===== config.mk =====
export PLATFORM = sky130hd
export DESIGN_NAME = rcpb_div
export DESIGN_NICKNAME = d
export VERILOG_FILES = /design/src/rtl/rcpb_pkg.sv /design/src/rtl/rcpb_div.sv
export SDC_FILE = /design/constraint.sdc
export NUM_CORES = 1
export LEC_CHECK = 0
export ABC_CLOCK_PERIOD_IN_PS = 4830
export BUFFER_PORTS_ARGS = -buffer_cell sky130_fd_sc_hd__buf_2
export CORE_MARGIN = 8
export CORE_UTILIZATION = 50
export CTS_CLUSTER_DIAMETER = 50
export DETAILED_ROUTE_END_ITERATION = 10
export PLACE_DENSITY = 0.72
export SLEW_MARGIN = 20
export SYNTH_ARGS = -nofsm -noshare
export SYNTH_HDL_FRONTEND = slang
export SYNTH_SLANG_ARGS = --single-unit

===== constraint.sdc =====
create_clock -name clk -period 4.83 [get_ports clk]
set_input_delay 0.483 -clock clk [delete_from_list [all_inputs] [get_ports clk]]
set_output_delay 0.483 -clock clk [all_outputs]
set_load 0.01 [all_outputs]

===== src/rtl/rcpb_pkg.sv =====
// ----------------------------------------------------------------------------
// rcpb_pkg
// Shared types, constants and helpers for the random cycle builder.
// ----------------------------------------------------------------------------
package rcpb_pkg;

	localparam int MAX_NODES_DEF = 1024;
	localparam int CNT_W = 11;
	localparam int SPAN_W = 17;
	localparam int OFF_W = 26;
	localparam int SEED_W = 32;
	localparam int IDX_W = 10;

	localparam logic [0:0] FUNC_GEN = 1'b0;
	localparam logic [0:0] FUNC_QUERY = 1'b1;

	localparam logic [0:0] REG_NODE_COUNT = 1'b0;
	localparam logic [0:0] REG_NODE_SPAN = 1'b1;

	typedef enum logic [3:0] {
		ST_IDLE,
		ST_FILL,
		ST_DRAW,
		ST_DIV,
		ST_RD,
		ST_RDW,
		ST_WR,
		ST_LRD,
		ST_LRDW,
		ST_LWR,
		ST_QRD,
		ST_QMUL,
		ST_QOUT
	} state_t;

	// divider control and status
	typedef struct packed {
		logic        go;
		logic [31:0] dividend;
		logic [16:0] divisor;
	} div_req_t;

	typedef struct packed {
		logic        done;
		logic [16:0] rem;
	} div_rsp_t;

	function automatic logic [31:0] xorshift(input logic [31:0] x);
		logic [31:0] a;
		logic [31:0] b;
		a = x ^ (x << 13);
		b = a ^ (a >> 17);
		return b ^ (b << 5);
	endfunction

endpackage


===== src/rtl/rcpb_div.sv =====
// ----------------------------------------------------------------------------
// rcpb_div
// Restoring remainder unit, one quotient bit per cycle.
// ----------------------------------------------------------------------------
module rcpb_div (
	input  logic               clk,
	input  logic               arst_n,
	input  rcpb_pkg::div_req_t req,
	output rcpb_pkg::div_rsp_t rsp
);
	import rcpb_pkg::*;

	logic [31:0] num_q;
	logic [17:0] rem_q;
	logic [16:0] den_q;
	logic [5:0]  cnt_q;
	logic        busy_q;
	logic        done_q;
	logic [17:0] shifted;
	logic [17:0] diff;

	assign shifted = {rem_q[16:0], num_q[31]};
	assign diff = shifted - {1'b0, den_q};

	always_ff @(posedge clk or negedge arst_n) begin
		if (!arst_n) begin
			busy_q <= 1'b0;
			cnt_q <= '0;
			done_q <= 1'b0;
		end else begin
			done_q <= 1'b0;
			if (req.go) begin
				busy_q <= 1'b1;
				cnt_q <= 6'd32;
			end else if (busy_q) begin
				cnt_q <= cnt_q - 6'd1;
				if (cnt_q == 6'd1) begin
					busy_q <= 1'b0;
					done_q <= 1'b1;
				end
			end
		end
	end

	always_ff @(posedge clk) begin
		if (req.go) begin
			num_q <= req.dividend;
			den_q <= req.divisor;
			rem_q <= '0;
		end else if (busy_q) begin
			num_q <= {num_q[30:0], 1'b0};
			rem_q <= diff[17] ? shifted : diff;
		end
	end

	assign rsp = '{done: done_q, rem: rem_q[16:0]};

`ifndef SYNTH
	a_done_after_busy: assert property (@(posedge clk) disable iff (!arst_n)
		rsp.done |-> $past(busy_q)) else $error("done without busy");
	a_go_idle: assert property (@(posedge clk) disable iff (!arst_n)
		req.go |-> !busy_q) else $error("divider restarted while busy");
	a_rem_lt: assert property (@(posedge clk) disable iff (!arst_n)
		rsp.done |-> (rem_q[16:0] < den_q)) else $error("remainder too large");
`endif
endmodule


==> implementation parameters, run 1 <==
Parameter                              Value

Run status
  Run status    completed

Worst setup path
  Critical path origin    rem_q[13]$_SDFFE_PP0P_
  Master of the slowest instance on the critical path    sky130_fd_sc_hd__nor3_2
  Required time at the endpoint of the critical path    between 5000 and 6000 ps
  Data arrival at the endpoint of the critical path    3300 ps
  Reg2reg start    rem_q[13]$_SDFFE_PP0P_
  CP endpoint kind    flop
  Startpoint class of the critical path    flop
  Top delay family on crit path    simple AND/OR/NAND/NOR gates
  Crit Path Max Fanout    16
  Cells traversed along the worst timing path    ha_1 -> and3_1 -> and2_1 -> a221oi_4 -> inv_2 -> nor3_2 -> o21ai_0 -> a311oi_1
  Buf+Inv Stages, Crit Path    1
  Max incr delay on CP    between 700 and 800 ps
  Critical setup path kind    flop to flop

Placement
  Detailed-placement wirelength estimate    5.99 mm
  Worst slack after detailed placement    between 1500 and 2000 ps
  Placed Instance Area    about 4400 um2
  Final RePlAce weighted congestion    around 0.87
  Buffers added on ports    69

Power and ir drop
  Power per Cell Area    515 nW/um2
  Leakage power    2.00 nW
  IR drop worst, VDD    0.252 mV

Timing
  Number of hold violations in the final report    0
  Final worst path period share    between 60% and 70%
  Final Skew    4.69 ps
  Clock period minus final worst setup slack    3040 ps
  Transition time at the pin with the least slew margin    978 ps
  Setup repair after global routing missed its margin    no
  Total count of max-transition violations in the final report    0
  Worst setup slack after layout    1790 ps
  Achievable Freq    0.329 GHz
  Number of endpoints failing setup at the final stage    0
  Setup TNS Final    0 ps
  Worst slew margin relative to its limit    34.5%

CTS
  CTS tree    yes
  Post-CTS setup buffer count    0
  Clock Tree Buf Depth    2
  Total clock buffers created by CTS    9
  Clock latency on the worst-skew pair    350 ps
  Clk sink count    74
  Root Buffer Master    sky130_fd_sc_hd__clkbuf_8
  Register clock-pin slew on the reported worst setup and hold paths    70 ps
  Post-cts sizing count    0
  Number of H-tree levels    3
  CTS Hold Buffers Added    1

Yosys
  EDFF count, synth    49
  Total standard cell area after synthesis    about 4000 um2
  Post-synthesis cell type with the largest combined area    sky130_fd_sc_hd__edfxtp_1
  Number of register bits inferred by synthesis    74
  Cells after Synth    370
  Syn. warnings    0
  Most instantiated library cell after synthesis    sky130_fd_sc_hd__edfxtp_1
  Leading register cell type out of synthesis    sky130_fd_sc_hd__edfxtp_1
  Net count of the mapped netlist    roughly 440
  Post-synth top area share    36.6%
  Synthesized area per cell    10.9 um2
  Leading cell types by total area after synthesis    sky130_fd_sc_hd__edfxtp_1 (37%), sky130_fd_sc_hd__mux2_2 (8.7%), sky130_fd_sc_hd__dfxtp_1 (8.5%), sky130_fd_sc_hd__ha_1 (5.9%), sky130_fd_sc_hd__dfrtp_1 (5.0%)
  Distinct cell type count after synthesis    52
  Proportion of synthesized chip area in sequential cells    50.1%
  Leading post-synthesis cells by instance count    sky130_fd_sc_hd__edfxtp_1 (49), sky130_fd_sc_hd__mux2_2 (31), sky130_fd_sc_hd__nor2_1 (29)
  Asr flop ratio synth    10.8%

Detailed routing
  Number of search-and-repair iterations in the first detailed-routing pass    4
  Iteration-0 DRC count of the detailed router    119
  Vias after detailed routing    3026
  Metal2 WL    4.01 mm
  M1 wire length    slightly below 4 mm
  Total Routed Length    8.45 mm
  Top Layer Used    met4
  WL/cell    15.6 um
  Post-DR vias/cell    around 5.6
  Routed length on met3    425 um
  DRT antenna net count    0
  Number of remaining DRC errors    0

Global route
  Global-route congestion overflow total    0
  Via count of the first global-routing pass    3201
  Wire length of the first global-routing pass    14.5 mm
  Maximum number of pins on one net before global-route repair    72
  Aggregate global-route resource usage    15.7%
  Number of antenna violations at the first check in global routing    0

Cells and area
  Area growth, synth to finish    15.4%
  Fraction of final layout cells sized beyond drive strength 1    28.8%
  Sequential cell area    2010 um2
  Post-route standard cell area excluding fillers    4630 um2
  Number of fill cells    a little under 700
  Multi-input gate area in the final layout    1810 um2
  Number of antenna cells inserted    0
  Nets    508

Worst hold path
  Kind of path behind the tightest hold check    input port to flop
  Worst hold path startpoint    req[12]

Die
  Core area    7770 um2
  Die Width    roughly 110 um
  Die area    around 11000 um2
  Row cnt    32
  Number of top-level pins    70
  Vert. Die Dim    106 um
  Effective utilization at floorplan    approximately half

Flow run
  Number of maximum-capacitance constraint violations    0
through the flow:
step | cells | total power [mW] | hold slack, ps | util [%]
2_1_floorplan | 370 | 1.68 | 187 | -
3_3_place_gp | 526 | 1.89 | 332 | 57.0
3_5_place_dp | 526 | 1.92 | 336 | 57.0
4_1_cts | 543 | 2.40 | 281 | 59.6
5_1_grt | 543 | 2.57 | 282 | 59.6
6_report | 543 | 2.39 | 306 | 59.6
logic make-up (layout without fill, tap and decap cells):
family / after synthesis / count (layout) / share of synthesized area, %
AND/OR/NAND/NOR: 102 / 102 / 12.3
AO/OA/AOI/OAI: 84 / 84 / 15.1
flip-flops: 74 / 74 / 50.1
buffers and inverters: 47 / 118 / 4.80
multiplexers: 31 / 31 / 8.69
adder cells (fa/ha/maj): 20 / 20 / 6.42
XOR/XNOR: 12 / 12 / 2.62
final cells by class:
class,instances,share of cell area (%)
clock buffers,9,2.67
clock inverters,7,1.49
inverters,29,2.35
multi-input cells,249,39.2
flip-flops and latches,74,43.4
well taps,102,2.75
repair buffers,73,8.16
cells in the final DEF, fill, tap and decap left out, types with 3 or more instances in the layout:
cell                       Yosys  routed
sky130_fd_sc_hd__nand3_1      18      18
sky130_fd_sc_hd__nor3_1        8       8
sky130_fd_sc_hd__nand2_1      20      20
sky130_fd_sc_hd__mux2_2       31      31
sky130_fd_sc_hd__clkbuf_8      0       9
sky130_fd_sc_hd__a31oi_1       5       5
sky130_fd_sc_hd__nand4_1       6       6
sky130_fd_sc_hd__and2_1        3       3
sky130_fd_sc_hd__edfxtp_1     49      49
sky130_fd_sc_hd__a21o_1        6       6
sky130_fd_sc_hd__xor2_1        4       4
sky130_fd_sc_hd__buf_2         4      69
sky130_fd_sc_hd__xnor2_1       8       8
sky130_fd_sc_hd__o21ai_0      20      20
sky130_fd_sc_hd__dfrtp_1       8       8
sky130_fd_sc_hd__a311oi_1     15      15
sky130_fd_sc_hd__or3_1         4       4
sky130_fd_sc_hd__ha_1         19      19
sky130_fd_sc_hd__buf_4         1       3
sky130_fd_sc_hd__a21oi_1      11      11
sky130_fd_sc_hd__inv_1        28      28
sky130_fd_sc_hd__a211oi_1      5       5
sky130_fd_sc_hd__nor2_1       29      29
sky130_fd_sc_hd__dfxtp_1      17      17
sky130_fd_sc_hd__nand2b_1      4       4
sequential cells by signal, summed over array words and instances, names as in the netlist:
register  count
done_q        1
num_q        32
rem_q        17
busy_q        1
cnt_q         6
den_q        17
power by group:
part | switching, mW | internal [mW]
sequential | 0.112 | 0.822
clock | 0.235 | 0.238
combinational | 0.555 | 0.424
final timing paths:
check | depth (start not counted) | slack, ps | endpoint
worst min register to register | 2 | 520 | rem_q[8]$_SDFFE_PP0P_
worst max-delay path | 8 | 1790 | rem_q[12]$_SDFFE_PP0P_
min in group asynchronous | 2 | 500 | cnt_q[2]$_DFFE_PN0P_
max in group asynchronous | 2 | 4160 | cnt_q[4]$_DFFE_PN0P_
worst max register to register | 8 | 1790 | rem_q[12]$_SDFFE_PP0P_
worst min-delay path | 1 | 310 | den_q[12]$_DFFE_PP_
layer usage:
metal / vias up / GRT usage, %
met5: - / 0
met4: 0 / 5.33
met3: 11 / 4.63
met2: 77 / 25.9
met1: 1434 / 19.3
li1: 1504 / -
Note: power is estimated with default switching activity, not from simulation.
==> run 2: changes to the inputs <==
ABC_AREA = 1   (was default)
ABC_CLOCK_PERIOD_IN_PS = 2450   (was 4830)
PLACE_DENSITY = 0.75   (was 0.72)
clock period = 2.45 ns   (was 4.83 ns; I/O delays follow)
==> implementation parameters, run 2 <==
Parameter                              Value

Timing
  Worst slew margin relative to its limit    71.4%
  Number of hold violations in the final report    0
  Achievable Freq    0.450 GHz
  Total count of max-transition violations in the final report    0
  Final Skew    between 6 and 7 ps
  Setup repair after global routing missed its margin    no
  Worst setup slack after layout    225 ps
  Number of endpoints failing setup at the final stage    0
  Final worst path period share    90.8%
  Setup TNS Final    0 ps
  Transition time at the pin with the least slew margin    425 ps
  Clock period minus final worst setup slack    2220 ps

Yosys
  Distinct cell type count after synthesis    36
  Asr flop ratio synth    10.8%
  Number of register bits inferred by synthesis    74
  Syn. warnings    0
  Post-synth top area share    approximately a third
  Leading cell types by total area after synthesis    sky130_fd_sc_hd__edfxtp_1 (34%), sky130_fd_sc_hd__nand2_1 (18%), sky130_fd_sc_hd__dfxtp_1 (7.8%), sky130_fd_sc_hd__inv_1 (6.7%), sky130_fd_sc_hd__ha_1 (5.5%)
  EDFF count, synth    49
  Net count of the mapped netlist    620
  Synthesized area per cell    between 7 and 8 um2
  Total standard cell area after synthesis    roughly 4400 um2
  Most instantiated library cell after synthesis    sky130_fd_sc_hd__nand2_1
  Leading post-synthesis cells by instance count    sky130_fd_sc_hd__nand2_1 (214), sky130_fd_sc_hd__inv_1 (78), sky130_fd_sc_hd__edfxtp_1 (49)
  Leading register cell type out of synthesis    sky130_fd_sc_hd__edfxtp_1
  Proportion of synthesized chip area in sequential cells    46.2%
  Post-synthesis cell type with the largest combined area    sky130_fd_sc_hd__edfxtp_1
  Cells after Synth    548

Power and ir drop
  Switching share of total power    41.7%
  IR drop worst, VDD    0.354 mV
  Clock share of power    20.4%
  Total net switching power    2.16 mW
  Sequential cell fraction of total power    between 30% and 40%
  Internal Pwr Total    3.02 mW
  Leakage power    2.69 nW
  Logic gate share of total power    45.8%
  Power per Cell Area    1030 nW/um2

Worst setup path
  Buf+Inv Stages, Crit Path    0
  Required time at the endpoint of the critical path    2740 ps
  Master of the slowest instance on the critical path    sky130_fd_sc_hd__dfxtp_1
  Cell type with the highest occurrence count on the critical path    sky130_fd_sc_hd__nand2_1
  Cells traversed along the worst timing path    ha_1 -> nand2_1 -> nand2_1 -> nand2_1 -> nand2_1 -> nand2_1 -> nand2_1 -> nor2_4 -> nand2_4 -> nand2_4 -> nand2_4 -> nand2_1 -> nand3_1 -> nand2_1
  Top delay family on crit path    simple AND/OR/NAND/NOR gates
  Data arrival at the endpoint of the critical path    around 2500 ps
  Crit Path Max Fanout    15
  Critical setup path kind    flop to flop
  Startpoint class of the critical path    flop
  CP endpoint kind    flop
  Max incr delay on CP    roughly 440 ps

Flow run
  Number of maximum-capacitance constraint violations    0

Global route
  Maximum number of pins on one net before global-route repair    41
  Wire length of the first global-routing pass    16.7 mm
  Met2 global-route usage    approximately 27%
  Global-route congestion overflow total    0
  Number of antenna violations at the first check in global routing    0
  GRT Max-Usage Layer    met2
  Aggregate global-route resource usage    about 18%
  Met3 Use GR    3.58%
  Via count of the first global-routing pass    3601
  Global-route track usage on met1    a little under a quarter

Cells and area
  Fraction of final layout cells sized beyond drive strength 1    between 20% and 30%
  Commonest cells after routing, fill and taps aside    sky130_fd_sc_hd__nand2_1 (214), sky130_fd_sc_hd__inv_1 (78), sky130_fd_sc_hd__buf_2 (69)
  Largest register FFs    32
  Most common cell after layout, fill and taps aside    sky130_fd_sc_hd__nand2_1
  Area growth, synth to finish    15.5%
  Number of antenna cells inserted    0
  Nets    between 600 and 700
  Final Non-Filler Cells    between 700 and 800
  Top reg by flops    num_q
  Leading registers by flop count    num_q (32), den_q (17), rem_q (17)

Placement
  Buffers added on ports    69
  Detailed-placement wirelength estimate    between 7 and 8 mm
  Number of placed instances with taps included    718
  Final RePlAce weighted congestion    roughly 0.9
  Worst slack after detailed placement    275 ps

Die
  Die area    12000 um2
  Number of top-level pins    70
  Row cnt    34
  Effective utilization at floorplan    50.7%
  Vert. Die Dim    109 um
  Core area    ~8600 um2
  Die Width    between 100 and 150 um

CTS
  Root Buffer Master    sky130_fd_sc_hd__clkbuf_8
  CTS tree    yes
  Clock latency on the worst-skew pair    340 ps
  Register clock-pin slew on the reported worst setup and hold paths    roughly 80 ps
  Number of H-tree levels    3
  Clk sink count    74
  Post-CTS setup buffer count    0
  Clock Tree Buf Depth    2
  Total clock buffers created by CTS    9

Detailed routing
  Number of search-and-repair iterations in the first detailed-routing pass    5
  WL/cell    13.5 um
  Post-DR vias/cell    4.90
  Iteration-0 DRC count of the detailed router    191
  Vias after detailed routing    approximately 3600
  Number of remaining DRC errors    0
  Total Routed Length    approximately 9.9 mm
  DRT antenna net count    0

Worst hold path
  Kind of path behind the tightest hold check    input port to flop

Run status
  Run status    completed
[run 2: cell count changes after synthesis, sizes merged, moves of 4 or more]
cell    change
a21o        -6
o21ai      -14
nand2     +219
nor2       -10
a211oi      -5
or3         -4
clkbuf      -4
nand4       -5
nand2b      -4
nand3      +33
a311oi     -15
a31oi       -6
inv        +55
mux2       -31
[run 2: through the flow]
stage | total power [mW] | cell area, um2 | util [%] | hold slack (ps)
after floorplan | 3.60 | 4360 | - | -50.6
after global placement | 4.10 | 4800 | 55.9 | 94.6
after detailed placement | 4.14 | 4800 | 55.9 | 95.7
after CTS | 5.19 | 5030 | 58.5 | 56.8
after global routing | 5.58 | 5030 | 58.6 | 55.8
final | 5.18 | 5030 | 58.6 | 68.9
[run 2: power by group through the flow]
stage | Clock [mW] | Combinational, mW | Sequential (mW)
2_1_floorplan | 0 | 1.81 | 1.78
3_3_place_gp | 0 | 2.33 | 1.77
3_5_place_dp | 0 | 2.36 | 1.78
4_1_cts | 1.07 | 2.37 | 1.75
5_1_grt | 1.11 | 2.69 | 1.78
6_report | 1.05 | 2.37 | 1.75
[run 2: logic make-up (layout without fill, tap and decap cells)]
family / after synthesis / after routing / share of synthesized area [%]
adder cells (fa/ha/maj): 20 / 20 / 5.91
AND/OR/NAND/NOR: 324 / 324 / 34.2
AO/OA/AOI/OAI: 24 / 24 / 2.90
XOR/XNOR: 8 / 8 / 1.61
buffers and inverters: 98 / 177 / 9.24
flip-flops: 74 / 74 / 46.2
[run 2: worst paths after layout]
path	startpoint	end	slack, ps	cells after the start
min in group asynchronous	arst_n	cnt_q[3]$_DFFE_PN0P_	260	2
setup / recovery	rem_q[9]$_SDFFE_PP0P_	rem_q[5]$_SDFFE_PP0P_	230	14
hold reg to reg	rem_q[2]$_SDFFE_PP0P_	rem_q[2]$_SDFFE_PP0P_	490	2
setup reg to reg	rem_q[9]$_SDFFE_PP0P_	rem_q[5]$_SDFFE_PP0P_	230	14
hold / removal	req[12]	den_q[12]$_DFFE_PP_	70	1
max in group asynchronous	arst_n	busy_q$_DFF_PN0_	2020	2
[run 2: layout make-up]
class / instances / area (um2)
Fill cell: 815 / 3560
Sequential cell: 74 / 2010
Multi-Input combinational cell: 376 / 1950
Timing Repair Buffer: 76 / 400
Inverter: 85 / 319
Tap cell: 108 / 135
Clock buffer: 10 / 128
Clock inverter: 6 / 91.3
[run 2: timing repair]
item | in CTS | in global routing
endpoints found under the hold margin | 8 | 0
setup endpoints to repair | 0 | 1
hold buffers | 1 | 0
resized for setup | 0 | 1
[run 2: per-layer routing]
metal / vias up / routed length [um] / share of wire [%]
li1: 1868 / - / -
met2: 127 / 4420 / 45
met1: 1592 / 4520 / 46
met4: 0 / 287 / 2.9
met5: - / 0 / 0
met3: 16 / 693 / 7.0
[run 2: worst register-to-register path, stage by stage (launching register included)]
cell and delay (ps):
sky130_fd_sc_hd__dfxtp_1 440, sky130_fd_sc_hd__ha_1 330, sky130_fd_sc_hd__nand2_1 90, sky130_fd_sc_hd__nand2_1 90, sky130_fd_sc_hd__nand2_1 80, sky130_fd_sc_hd__nand2_1 80, sky130_fd_sc_hd__nand2_1 70, sky130_fd_sc_hd__nand2_1 80
sky130_fd_sc_hd__nor2_4 180, sky130_fd_sc_hd__nand2_4 80, sky130_fd_sc_hd__nand2_4 190, sky130_fd_sc_hd__nand2_4 200, sky130_fd_sc_hd__nand2_1 110, sky130_fd_sc_hd__nand3_1 90, sky130_fd_sc_hd__nand2_1 80
==> run 3: changes to the inputs <==
CELL_PAD_IN_SITES_DETAIL_PLACEMENT = 1   (was default)
CELL_PAD_IN_SITES_GLOBAL_PLACEMENT = 1   (was default)
CORE_UTILIZATION = 38   (was 50)
PLACE_DENSITY = default   (was 0.75)
PLACE_DENSITY_LB_ADDON = 0.1   (was default)
==> implementation parameters, run 3 (same netlist as run 2, synthesis figures left out) <==
Parameter                              Value

CTS
  Post-cts sizing count    0
  Post-CTS setup buffer count    0
  Root Buffer Master    sky130_fd_sc_hd__clkbuf_16
  Clock Tree Buf Depth    2
  Clock latency on the worst-skew pair    roughly 340 ps
  Register clock-pin slew on the reported worst setup and hold paths    about 60 ps
  Number of H-tree levels    3
  Total clock buffers created by CTS    9
  Clk sink count    74
  CTS tree    yes

Detailed routing
  DRT antenna net count    0
  Number of remaining DRC errors    0
  Vias after detailed routing    3652
  Number of search-and-repair iterations in the first detailed-routing pass    4
  Total Routed Length    11.2 mm
  Iteration-0 DRC count of the detailed router    144
  WL/cell    14.5 um
  Post-DR vias/cell    between 4 and 5

Global route
  Aggregate global-route resource usage    16.2%
  Via count of the first global-routing pass    around 4000
  Global-route congestion overflow total    0
  Number of antenna violations at the first check in global routing    0
  Wire length of the first global-routing pass    slightly below 20 mm
  Maximum number of pins on one net before global-route repair    43

Timing
  Setup TNS Final    0 ps
  Worst setup slack after layout    between 200 and 250 ps
  Total count of max-transition violations in the final report    0
  Final Skew    approximately 5.6 ps
  Achievable Freq    0.453 GHz
  Final worst path period share    90.0%
  Worst slew margin relative to its limit    68.8%
  Setup repair after global routing missed its margin    no
  Transition time at the pin with the least slew margin    around 470 ps
  Number of hold violations in the final report    0
  Number of endpoints failing setup at the final stage    0
  Clock period minus final worst setup slack    2210 ps

Die
  Row cnt    39
  Vert. Die Dim    ~120 um
  Die area    15200 um2
  Number of top-level pins    70
  Effective utilization at floorplan    roughly 38%
  Core area    11300 um2
  Die Width    123 um

Power and ir drop
  Power per Cell Area    around 1100 nW/um2
  IR drop worst, VDD    0.385 mV
  Leakage power    approximately 2.8 nW

Cells and area
  Post-route standard cell area excluding fillers    5200 um2
  Final Non-Filler Cells    773
  Multi-input gate area in the final layout    a little under 2000 um2
  Top reg by flops    num_q
  Commonest cells after routing, fill and taps aside    sky130_fd_sc_hd__nand2_1 (214), sky130_fd_sc_hd__inv_1 (78), sky130_fd_sc_hd__buf_2 (69)
  Fraction of final layout cells sized beyond drive strength 1    22.4%
  Most common cell after layout, fill and taps aside    sky130_fd_sc_hd__nand2_1
  Largest register FFs    32
  Leading registers by flop count    num_q (32), den_q (17), rem_q (17)
  Number of fill cells    1412
  Sequential cell area    2010 um2
  Nets    roughly 700
  Area growth, synth to finish    19.4%
  Number of antenna cells inserted    0

Worst setup path
  Critical setup path kind    flop to flop
  CP endpoint kind    flop
  Crit Path Max Fanout    3
  Required time at the endpoint of the critical path    2680 ps
  Buf+Inv Stages, Crit Path    1
  Cell type with the highest occurrence count on the critical path    sky130_fd_sc_hd__nand2_1
  Data arrival at the endpoint of the critical path    approximately 2400 ps
  Max incr delay on CP    approximately 400 ps
  Reg2Reg Depth    13
  Count of cell instances traversed by the critical path    13
  Top delay family on crit path    adder cells
  Startpoint class of the critical path    flop
  Master of the slowest instance on the critical path    sky130_fd_sc_hd__fa_1
  Cells traversed along the worst timing path    inv_1 -> ha_1 -> fa_1 -> o21ai_1 -> nand2_1 -> o21bai_1 -> nand2_1 -> nand2_1 -> nand2_1 -> nand2_1 -> nand2_2 -> nand3_2 -> nand2_1

Worst hold path
  Kind of path behind the tightest hold check    input port to flop
  Number of stages on the worst hold path    1

Placement
  Buffers added on ports    69
  Placed Instance Area    4870 um2
  Detailed-placement wirelength estimate    8.63 mm
  Number of placed instances with taps included    between 700 and 800
  Final RePlAce weighted congestion    0.810
  Worst slack after detailed placement    225 ps

Run status
  Run status    completed

Flow run
  Number of maximum-capacitance constraint violations    0
-- run 3: cell count changes in the layout (fill, tap and decap cells not counted) --
| cell | delta |
|---|---|
| sky130_fd_sc_hd__o21bai_1 | +1 |
| sky130_fd_sc_hd__o21bai_2 | -1 |
| sky130_fd_sc_hd__clkinvlp_4 | +1 |
| sky130_fd_sc_hd__clkbuf_1 | -1 |
| sky130_fd_sc_hd__clkbuf_8 | -8 |
| sky130_fd_sc_hd__clkinv_4 | -1 |
| sky130_fd_sc_hd__clkbuf_16 | +9 |
| sky130_fd_sc_hd__buf_4 | +3 |
-- run 3: metrics by stage --
| step | hold WS (ps) | power (mW) | utilization [%] |
|---|---|---|---|
| 2_1_floorplan | -50.6 | 3.60 | - |
| 3_5_place_dp | 103 | 4.25 | 43.0 |
| 6_report | 78.4 | 5.65 | 46.0 |
| 4_1_cts | 65.9 | 5.75 | 46.0 |
| 3_3_place_gp | 94.6 | 4.20 | 43.0 |
| 5_1_grt | 63.7 | 6.12 | 46.0 |
-- run 3: layout make-up --
class                      count  share of cell area [%]
inverter                      85                    6.13
sequential                    74                    38.7
tap                          143                    3.44
multi-input combinational    376                    37.3
timing repair buffer          79                    8.13
clock inverter                 6                    1.73
clock buffer                  10                    4.59
-- run 3: final timing paths --
kind | to | startpoint | slack, ps
hold / removal | den_q[13]$_DFFE_PP_ | req[13] | 80
setup / recovery | rem_q[10]$_SDFFE_PP0P_ | num_q[31]$_DFFE_PP_ | 240
max in group asynchronous | cnt_q[1]$_DFFE_PN0P_ | arst_n | 2000
min in group asynchronous | busy_q$_DFF_PN0_ | arst_n | 270
setup reg to reg | rem_q[10]$_SDFFE_PP0P_ | num_q[31]$_DFFE_PP_ | 240
hold reg to reg | rem_q[6]$_SDFFE_PP0P_ | rem_q[6]$_SDFFE_PP0P_ | 490
-- run 3: layer usage --
layer / GRT usage [%] / part of all wire [%]
met2: 26.2 / 47
met4: 6.02 / 1.8
met3: 5.02 / 4.3
met5: 0 / 0
met1: 20.1 / 47
-- run 3: worst register-to-register path: cells and delay by family (launching register included) --
family          cells  cell delay, ps
compound gates      2             500
fa+ha+maj           2             630
buf+inv             1              50
flops               1             320
simple gates        8             590
-- run 3: where the power goes --
part           internal, mW  total, mW  switching (mW)
Clock                 0.921       1.46           0.535
Sequential             1.57       1.75           0.179
Combinational         0.896       2.45            1.55
-- run 3: repair_timing --
action                                 CTS  global route
hold buffers                             1             0
endpoints found under the hold margin    8             0
setup endpoints to repair                0             0
